==> src/hw/rtl/lru_frame_replacer_defines.svh <==
// Assertion helpers shared by the replacer RTL.
`ifndef LRU_FRAME_REPLACER_DEFINES_SVH
`define LRU_FRAME_REPLACER_DEFINES_SVH

// Same-cycle implication, checked outside reset.
`define LRUFR_ASSERT_IMPL(lbl, ante, cons) \
    lbl: assert property (@(posedge i_clk) disable iff (!i_rst_n) (ante) |-> (cons)) \
        else $error("lru_frame_replacer: same-cycle check failed");

// Next-cycle implication, checked outside reset.
`define LRUFR_ASSERT_NEXT(lbl, ante, cons) \
    lbl: assert property (@(posedge i_clk) disable iff (!i_rst_n) (ante) |=> (cons)) \
        else $error("lru_frame_replacer: next-cycle check failed");

`endif

==> src/hw/rtl/lrufr_pkg.sv <==
`timescale 1ns / 1ps
`default_nettype none

package lrufr_pkg;

    localparam int FRAME_W     = 6;
    localparam int COUNT_OUT_W = 7;

    localparam logic [1:0] OP_VICTIM = 2'd0;
    localparam logic [1:0] OP_PIN    = 2'd1;
    localparam logic [1:0] OP_UNPIN  = 2'd2;
    localparam logic [1:0] OP_SIZE   = 2'd3;

    // Broadcast control for every cell of the chain.
    typedef struct packed {
        logic               shift_en;
        logic               append_en;
        logic [FRAME_W-1:0] frame;
    } t_cell_ctl;

endpackage

`default_nettype wire

==> src/hw/rtl/lrufr_cell.sv <==
`timescale 1ns / 1ps
`default_nettype none

module lrufr_cell
    import lrufr_pkg::*;
(
    input  wire logic               i_clk,
    input  wire logic               i_rst_n,
    input  wire t_cell_ctl          i_ctl,
    input  wire logic               i_left_occ,
    input  wire logic               i_shift_in,
    input  wire logic [FRAME_W-1:0] i_right_frame,
    input  wire logic               i_right_occ,
    output logic [FRAME_W-1:0]      o_frame,
    output logic                    o_occ,
    output logic                    o_shift_out
);

    logic [FRAME_W-1:0] r_frame;
    logic               r_occ;
    logic               w_match;
    logic               w_take_right;
    logic               w_append;

    assign w_match      = r_occ && (r_frame == i_ctl.frame);
    assign o_shift_out  = i_shift_in || w_match;
    // this cell and every cell after the removed one close the gap
    assign w_take_right = i_ctl.shift_en && o_shift_out;
    // first free cell takes the appended frame
    assign w_append     = i_ctl.append_en && i_left_occ && !r_occ;

    always_ff @(posedge i_clk) begin
        if (!i_rst_n) begin
            r_occ <= 1'b0;
        end else if (w_take_right) begin
            r_occ <= i_right_occ;
        end else if (w_append) begin
            r_occ <= 1'b1;
        end
    end

    always_ff @(posedge i_clk) begin
        if (w_take_right) begin
            r_frame <= i_right_frame;
        end else if (w_append) begin
            r_frame <= i_ctl.frame;
        end
    end

    assign o_frame = r_frame;
    assign o_occ   = r_occ;

endmodule

`default_nettype wire

==> src/hw/rtl/lru_frame_replacer.sv <==
// lru_frame_replacer: LRU list of unpinned frames held in a chain of FRAMES cells.
// The result item of an operation is registered and appears in the cycle after the item is accepted.
// Throughput: 1 item per cycle; every op is one compare-and-shift pass over the chain.
// A new item enters in the cycle the previous result leaves; a stalled result holds it off.
// Reset (i_rst_n low, synchronous): list empty, count zero, no result pending.
`timescale 1ns / 1ps
`default_nettype none

`include "lru_frame_replacer_defines.svh"

module lru_frame_replacer
    import lrufr_pkg::*;
#(
    parameter int FRAMES = 64
) (
    input  wire logic                   i_clk,
    input  wire logic                   i_rst_n,
    // request channel
    input  wire logic                   i_valid,
    output logic                        o_stall,
    input  wire logic [1:0]             i_op,
    input  wire logic [FRAME_W-1:0]     i_frame,
    // result channel
    output logic                        o_valid,
    input  wire logic                   i_stall,
    output logic                        o_found,
    output logic [FRAME_W-1:0]          o_evict_frame,
    output logic [COUNT_OUT_W-1:0]      o_listed_count
);

    localparam int CW = $clog2(FRAMES + 1);

    // ------------------------------------------------------------------
    // Handshake: the input only waits when a result is held and stalled.
    // ------------------------------------------------------------------
    logic w_accept;
    logic w_out_take;

    assign o_stall    = o_valid && i_stall;
    assign w_accept   = i_valid && !o_stall;
    assign w_out_take = o_valid && !i_stall;

    // ------------------------------------------------------------------
    // Cell chain. Cell 0 holds the least recent frame; occupied cells
    // always form a contiguous prefix, so the first free cell is the
    // append slot and the last cell full means the list is full.
    // ------------------------------------------------------------------
    t_cell_ctl          w_ctl;
    logic [FRAME_W-1:0] w_cell_frame [FRAMES];
    logic [FRAMES-1:0]  w_occ;
    logic [FRAMES:0]    w_chain;

    logic w_is_victim;
    logic w_is_pin;
    logic w_is_unpin;
    logic w_frame_ok;
    logic w_listed;
    logic w_do_victim;
    logic w_do_pin;
    logic w_do_unpin;

    assign w_is_victim = (i_op == OP_VICTIM);
    assign w_is_pin    = (i_op == OP_PIN);
    assign w_is_unpin  = (i_op == OP_UNPIN);
    assign w_frame_ok  = (32'(i_frame) < 32'(FRAMES));

    // A victim seeds the shift at cell 0 so the whole list moves down.
    // For other ops the chain end is a plain "frame is listed" flag.
    assign w_chain[0] = w_is_victim;
    assign w_listed   = w_chain[FRAMES];

    assign w_do_victim = w_accept && w_is_victim && w_occ[0];
    assign w_do_pin    = w_accept && w_is_pin && w_frame_ok && w_listed;
    assign w_do_unpin  = w_accept && w_is_unpin && w_frame_ok && !w_listed
                         && !w_occ[FRAMES-1];

    assign w_ctl.shift_en  = w_do_victim || w_do_pin;
    assign w_ctl.append_en = w_do_unpin;
    assign w_ctl.frame     = i_frame;

    for (genvar g = 0; g < FRAMES; g++) begin : g_cell
        logic               w_left_occ;
        logic [FRAME_W-1:0] w_right_frame;
        logic               w_right_occ;

        if (g == 0) begin : g_head
            assign w_left_occ = 1'b1;
        end else begin : g_body
            assign w_left_occ = w_occ[g-1];
        end

        if (g == FRAMES - 1) begin : g_tail
            assign w_right_frame = '0;
            assign w_right_occ   = 1'b0;
        end else begin : g_link
            assign w_right_frame = w_cell_frame[g+1];
            assign w_right_occ   = w_occ[g+1];
        end

        lrufr_cell u_cell (
            .i_clk         (i_clk),
            .i_rst_n       (i_rst_n),
            .i_ctl         (w_ctl),
            .i_left_occ    (w_left_occ),
            .i_shift_in    (w_chain[g]),
            .i_right_frame (w_right_frame),
            .i_right_occ   (w_right_occ),
            .o_frame       (w_cell_frame[g]),
            .o_occ         (w_occ[g]),
            .o_shift_out   (w_chain[g+1])
        );
    end

    // ------------------------------------------------------------------
    // Entry count
    // ------------------------------------------------------------------
    logic [CW-1:0] r_count;
    logic [CW-1:0] n_count;

    always_comb begin
        n_count = r_count;
        if (w_ctl.shift_en) begin
            n_count = r_count - CW'(1);
        end else if (w_ctl.append_en) begin
            n_count = r_count + CW'(1);
        end
    end

    always_ff @(posedge i_clk) begin
        if (!i_rst_n) begin
            r_count <= '0;
        end else begin
            r_count <= n_count;
        end
    end

    // ------------------------------------------------------------------
    // Result register
    // ------------------------------------------------------------------
    logic                   r_valid;
    logic                   r_found;
    logic [FRAME_W-1:0]     r_victim;
    logic [COUNT_OUT_W-1:0] r_listed;
    logic [CW+COUNT_OUT_W-1:0] w_count_wide;

    // count field is the count modulo 2**COUNT_OUT_W
    assign w_count_wide = (CW + COUNT_OUT_W)'(n_count);

    always_ff @(posedge i_clk) begin
        if (!i_rst_n) begin
            r_valid <= 1'b0;
        end else if (w_accept) begin
            r_valid <= 1'b1;
        end else if (w_out_take) begin
            r_valid <= 1'b0;
        end
    end

    always_ff @(posedge i_clk) begin
        if (w_accept) begin
            r_found  <= w_do_victim;
            r_victim <= w_do_victim ? w_cell_frame[0] : '0;
            r_listed <= w_count_wide[COUNT_OUT_W-1:0];
        end
    end

    assign o_valid        = r_valid;
    assign o_found        = r_found;
    assign o_evict_frame  = r_victim;
    assign o_listed_count = r_listed;

    // ------------------------------------------------------------------
    // Checks
    // ------------------------------------------------------------------
    // count tracks the number of occupied cells
    `LRUFR_ASSERT_IMPL(a_count_occ, 1'b1, 32'(r_count) == $countones(w_occ))
    // occupied cells stay a contiguous prefix
    `LRUFR_ASSERT_IMPL(a_occ_prefix, 1'b1, $onehot({1'b0, w_occ} + {{FRAMES{1'b0}}, 1'b1}))
    // a victim on a non-empty list shrinks it by one
    `LRUFR_ASSERT_NEXT(a_victim_dec, w_do_victim, r_count == $past(r_count) - CW'(1))
    // an unpin that appends grows the list by one
    `LRUFR_ASSERT_NEXT(a_unpin_inc, w_do_unpin, r_count == $past(r_count) + CW'(1))

endmodule

`default_nettype wire

==> config.mk <==
export PLATFORM = sky130hd
export DESIGN_NAME = lru_frame_replacer
export DESIGN_NICKNAME = d
export VERILOG_FILES = /design/src/hw/rtl/lrufr_pkg.sv /design/src/hw/rtl/lrufr_cell.sv /design/src/hw/rtl/lru_frame_replacer.sv
export VERILOG_INCLUDE_DIRS = /design/src /design/src/hw/rtl
export SDC_FILE = /design/constraint.sdc
export NUM_CORES = 1
export LEC_CHECK = 0
export BUFFER_PORTS_ARGS = -buffer_cell sky130_fd_sc_hd__buf_2
export CAP_MARGIN = 20
export CORE_MARGIN = 1.5
export CORE_UTILIZATION = 40
export DETAILED_ROUTE_END_ITERATION = 12
export PLACE_DENSITY = 0.55
export SYNTH_ARGS = -nofsm -noshare
export SYNTH_HDL_FRONTEND = slang
export SYNTH_SLANG_ARGS = --single-unit
==> constraint.sdc <==
create_clock -name i_clk -period 4.2 [get_ports i_clk]
set_input_delay 0.42 -clock i_clk [delete_from_list [all_inputs] [get_ports i_clk]]
set_output_delay 0.42 -clock i_clk [all_outputs]
set_load 0.03 [all_outputs]
After elaboration in Yosys (flattened, before gate mapping):

Index checks and enable logic that the tools add are counted.

* flip-flop bits (word level): 470
* word-level logic and storage cells: 921
* input port bits: 12
* output and inout bits: 16

* reductions and logical operators: 463
* add/sub/neg operators: 2
* equality and inequality tests: 66
* bitwise gates (word level): 1
* muxes and demuxes: 256

Operators by type and width (number)
* 6-bit 2-to-1 mux: 126
* 6-bit equality test: 64
* 1-bit logical AND: 265
* 1-bit 2-to-1 mux: 128
* 2-bit nonzero test: 64
* 1-bit zero test: 67
* 1-bit logical OR: 65
* 7-bit 2-to-1 mux: 2
* 7-bit by 1-bit adder with 7-bit output (second input constant): 1
* 7-bit by 1-bit subtractor with 7-bit output (second input constant): 1
* 2-bit by 1-bit equality test with 1-bit output (second input constant): 1
* 2-bit equality test (second input constant): 1
* 2-bit zero test: 1
* 2-bit OR reduction: 1
* 1-bit NOT: 1

Depth between registers and ports, before layout:

* depth after elaboration: 73
* gate-level depth with buffers: 16

Modules after synthesis:

Synthesis repeated with hierarchy kept, for this count alone.

* cell total of the unflattened synthesis: 4583
* area, all modules: 36832.8 µm²

Modules (own cells, without submodules)
* lrufr_cell: sequential area each 200.2 µm², instances 64, cells an instance 70, area each 558.0 µm²
* lru_frame_replacer: sequential area each 580.6 µm², instances 1, cells an instance 103, area each 1118.6 µm²

Worst setup path before layout:

Ideal clock, no wire load.

* path type: input-to-reg
* start point: input i_frame[1]
* end point: register g_cell[42].u_cell.r_frame[0], enable pin
* path buffers: 6
* required time: 3.823 ns
* data arrival time: 3.570 ns
* stages on the path: 14
* path slack: 0.253 ns
* setup time: 0.377 ns
* cells stage by stage: buf_4 buf_6 buf_8 buf_6 xor2_1 nor4_1 nor2_1 nand4_2 or4_4 nor4_4 buf_4 buf_2 nand2_1 o21ai_0

* word-level cells in the longest chain between the ends: 72
* elaborated cells on any way between the ends: 201
* those cells by class: 64 x eq/ne; 137 x reduce/logical

Ends and longest elaborated chain
* start: declaration: line lru_frame_replacer.sv:22 `input wire logic [FRAME_W-1:0] i_frame,`
* 6-bit equality test: line lrufr_cell.sv:25 `assign w_match = r_occ && (r_frame == i_ctl.frame);`
* 1-bit logical AND: line lrufr_cell.sv:25
* 1-bit logical OR (64 in a row): line lrufr_cell.sv:26 `assign o_shift_out = i_shift_in || w_match;`
* 1-bit zero test: line lru_frame_replacer.sv:74 `assign w_do_unpin = w_accept && w_is_unpin && w_frame_ok && !w_listed`
* 1-bit logical AND: line lru_frame_replacer.sv:74
* 1-bit logical AND: line lru_frame_replacer.sv:75 `&& !w_occ[FRAMES-1];`
* 1-bit logical AND (2 in a row): line lrufr_cell.sv:30 `assign w_append = i_ctl.append_en && i_left_occ && !r_occ;`
* 2-bit nonzero test (no line) (*)
* end signal: assignment: line lrufr_cell.sv:44 `r_frame <= i_right_frame;`
* end signal: assignment: line lrufr_cell.sv:46 `r_frame <= i_ctl.frame;`
* end: declaration: line lrufr_cell.sv:19 `logic [FRAME_W-1:0] r_frame;`

Every way passes the cells marked *; elsewhere a longest branch is shown, timed or not.
A chain may end at the register's enable or synchronous reset.

Final worst setup path:

* start point: register g_cell[2].u_cell.r_frame[4]
* end point: register g_cell[40].u_cell.r_frame[1], enable pin

* word-level cells in the longest chain between the ends: 70
* elaborated cells on any way between the ends: 73
* those cells by class: 1 x eq/ne; 72 x reduce/logical

Ends and longest elaborated chain (line)
* start: declaration: lrufr_cell.sv:19
* start signal: assignment: lrufr_cell.sv:44
* start signal: assignment: lrufr_cell.sv:46
* 6-bit equality test (*): lrufr_cell.sv:25
* 1-bit logical AND (*): lrufr_cell.sv:25
* 1-bit logical OR (*) (39 in a row): lrufr_cell.sv:26
* 1-bit logical OR (23 in a row): lrufr_cell.sv:26
* 1-bit zero test: lru_frame_replacer.sv:74
* 1-bit logical AND: lru_frame_replacer.sv:74
* 1-bit logical AND: lru_frame_replacer.sv:75
* 1-bit logical AND (2 in a row): lrufr_cell.sv:30
* 2-bit nonzero test (no line) (*)
* end signal: assignment: lrufr_cell.sv:44
* end signal: assignment: lrufr_cell.sv:46
* end: declaration: lrufr_cell.sv:19

Marked as above.

==> summary.md <==
| Metric | Value |
|---|---|
| Die footprint | ~66000 sq um |
| Die Ht | 257 um |
| Synth Area in XOR/XNOR | 0.133 |
| Initial DRC Count | 977 |
| Port Buf Inserts | 27 |
| Vias in the first global route | 16600 |
| P&R area growth vs syn | 13.3% |
| Compound-Gate Fraction of Synth Area | 0.0616 |
| Clock-pin slew on the worst setup and hold paths | 0.06 ns |
| IO Pins | 28 |
| Number of synthesized register bits | 470 |
| Mapped Nets | ~2000 |
| Cells after synthesis | between 2000 and 2500 |
| Initial Util | 0.406 |
| Crit Reg-Reg Startpoint | g_cell[2].u_cell.o_frame[4] |
| CTS tree | done |
| Mapped Area | approximately 26000 sq um |
| Final worst slack | 0.285 ns |
| Post-Route WL | around 58000 um |
| Worst Tran Pin Value | between 0.9 and 1 ns |
| ANT nets after route | 0 |
| DRC Markers | 0 |
| Period Utilization, post-route | 0.932 |
| Adder-cell share of the synthesized area | 0.000973 |
| CP Launch Type | flop |
| Diode count | 0 |
| Initial DRT Pass Iterations | 4 |
| Maximum net fanout on the critical path | 9 |
| Arr. time, crit path | 4.28 ns |
| Final Hold Vio Count | 0 |
| CP top delay family | simple AND/OR/NAND/NOR gates |
| Crit path capture | g_cell[40].u_cell.o_frame[1] |
| Critical path's slowest cell | or3_1 |
| Worst Path Buf+Inv | 3 |
| Post-synth EDFFs | 392 |
| Most common cell on crit path | buf_4 |
| H-tree Lvls | 2 |
| # clock sinks | 470 |
| Total gr overflow | 0 |
| Clk buf depth | 3 |
| Via-to-Cell Ratio | between 5 and 6 |
| Clk_skew | 0.0183 ns |
| Fin Setup TNS | 0 ns |
| Num CTS Buffers | 53 |
| Multiplexer area fraction after synthesis | 0.168 |
| Outcome | completed |
| Post-synthesis area per instance | 12.7 sq um |
| # Max-Cap Violations | 0 |
| GRT Overall Usage | 0.178 |
| CP required | 4.56 ns |
| Core area | 63300 sq um |
| Initial antenna violation count | 0 |
| Post-CTS setup buffer count | 0 |
| # setup viols final | 0 |
| Share of layout cells above drive strength 1 | 0.305 |
| Fin. max-slew vios | 0 |
| Reg2Reg Depth | 12 |
| WP depth | 12 |
| Global placer's final weighted congestion | about 0.77 |
| Critical path launch point | g_cell[2].u_cell.o_frame[4] |
| RSZ-0062 raised after global routing | false |
| Nets | 2124 |
| Pwr/cell area | 371 nW/um^2 |
| Post-DP HPWL | 39600 um |
| Die Wd | 257 um |
| Pin count of the biggest net entering global routing | 50 |
| F_max | about 0.26 GHz |
| Largest family of logic cells by synthesized area | multiplexers |
| FFs w/ async S/R, synth | 0 |
| Post-placement setup slack | -0.199 ns |
| Worst rel slew slack | 0.347 |
| Critical Path, Cell by Cell | xnor2_1 -> nand4_1 -> or4_1 -> nor4bb_1 -> buf_4 -> nand3_1 -> or3_1 -> nor3_2 -> buf_4 -> a41oi_1 -> o21bai_1 -> buf_4 |
| HP Class | input pin to flop |
| Hold Startpoint | i_valid |
| Reg2Reg Setup Slack | 0.28 ns |
| Vias | between 15000 and 20000 |
| Top_reg_cell synth | edfxtp_1 |
| Yosys cell types | 69 |
| CP Class | flop to flop |
| Root buf cell | clkbuf_16 |
| Post-DR wirelength/cell | 19.4 um |
| Crit path capture type | flop |
| Clk_lat worst skew | 0.61 ns |
| Num rows | slightly above 90 |
| Register area share after synthesis | 0.519 |
| First-pass GRT wire length | 94400 um |
| CP max stage delay | ~0.54 ns |
| Ys Warns | 0 |
| Min Tclk post-route | 3.92 ns |
| Post-Synth Simple-Gate Area | 0.0805 |
| Worst VDD drop | 0.000267 V |
| Pleak | between 9 and 10 nW |
| RR Endpoint | g_cell[40].u_cell.o_frame[1] |
where the power goes:
| part | total (mW) | switching [mW] | internal, mW |
|---|---|---|---|
| clock network | 4.67 | 1.93 | 2.74 |
| registers | 5.22 | 0.0665 | 5.15 |
| logic | 0.926 | 0.499 | 0.428 |
| total | 10.8 | 2.50 | 8.31 |
cells in the final DEF, fill, tap and decap left out, types with 29 or more instances in the layout:
cell | synthesis | final
nand2_1 | 86 | 86
a21oi_1 | 72 | 72
edfxtp_1 | 392 | 392
clkbuf_16 | 0 | 53
nand4_1 | 68 | 68
o21ai_0 | 45 | 45
buf_4 | 13 | 123
nor2_1 | 35 | 35
nor4_1 | 50 | 50
xnor2_1 | 200 | 200
dfxtp_1 | 78 | 78
inv_1 | 30 | 29
xor2_1 | 190 | 190
mux2_2 | 379 | 379
worst min-delay path by stage:
stage	to	slack [ns]	cells after the start
2_1_floorplan	g_cell[63].u_cell.o_frame[1]	0.46	2
3_3_place_gp	g_cell[63].u_cell.o_frame[3]	0.47	2
3_5_place_dp	g_cell[63].u_cell.o_frame[3]	0.47	2
4_1_cts	o_valid	0.03	2
5_1_grt	o_valid	0.03	2
6_report	o_valid	0.05	2
per-layer routing:
layer  global-route usage  vias to the layer above  routed length (um)
li1                     -                     7688                   -
met1                0.243                     7932               27200
met2                0.298                      203               28100
met3               0.0277                       77                1840
met4               0.0408                        0                1050
met5                    0                        -                   0
Yosys cell counts (14+ instances only):
| master | number | area share |
|---|---|---|
| dfxtp_1 | 78 | 0.061 |
| nor4_1 | 50 | 0.012 |
| nand4_1 | 68 | 0.017 |
| edfxtp_1 | 392 | 0.46 |
| o21ai_1 | 17 | 0.0033 |
| mux2_2 | 379 | 0.17 |
| xor2_1 | 190 | 0.065 |
| clkbuf_1 | 75 | 0.011 |
| nand2_1 | 86 | 0.013 |
| buf_6 | 26 | 0.011 |
| nor3_1 | 19 | 0.0037 |
| and2_1 | 14 | 0.0034 |
| o21ai_0 | 45 | 0.0088 |
| nand3_1 | 20 | 0.0039 |
| inv_1 | 30 | 0.0044 |
| a21oi_1 | 72 | 0.014 |
| xnor2_1 | 200 | 0.068 |
| a211oi_1 | 16 | 0.0047 |
| o21bai_1 | 24 | 0.0070 |
| nor2_1 | 35 | 0.0051 |
through the flow:
step | hold WS [ns] | instance area [sq um] | power (mW) | cells | utilization
2_1_floorplan | 0.458 | 25700 | 5.99 | 2022 | -
3_3_place_gp | 0.470 | 27400 | 6.23 | 2901 | 0.433
3_5_place_dp | 0.474 | 27400 | 6.24 | 2901 | 0.433
4_1_cts | 0.0284 | 29100 | 10.9 | 3000 | 0.460
5_1_grt | 0.0312 | 29100 | 11.2 | 3000 | 0.460
6_report | 0.0545 | 29100 | 10.8 | 3000 | 0.460
final cells by class:
type,count,area (sq um)
Clock inverter,21,221
Multi-Input combinational cell,1386,11400
Clock buffer,78,1510
Tap cell,846,1060
Timing Repair Buffer,169,1480
Fill cell,5764,34200
Inverter,30,113
Sequential cell,470,13300
sequential cells by signal, indices dropped and copies added (netlist names):
register / flops
g_cell.u_cell.o_occ: 64
o_valid: 1
o_listed_count: 7
g_cell.u_cell.o_frame: 384
o_found: 1
r_count: 7
o_evict_frame: 6
cell families after synthesis:
group                    count (synthesis)
flip-flops                             470
XOR/XNOR                               390
buffers and inverters                  166
adder cells (fa/ha/maj)                  2
multiplexers                           384
AND/OR/NAND/NOR                        366
AO/OA/AOI/OAI                          244
worst register-to-register path: cells and delay by family (launching register included):
kind,cells,cell delay (ns)
buffers and inverters,3,0.63
and+or+nand+nor,6,1.78
DFF,1,0.42
xor gates and xnor gates,1,0.15
AOI/OAI and AO/OA,2,0.71
repair_timing:
item | in CTS | in global routing
gates resized for setup | 0 | 1
endpoints found under the setup margin | 0 | 24
hold buffers | 0 | 0
No activity file was read; power rests on OpenSTA's default activity.
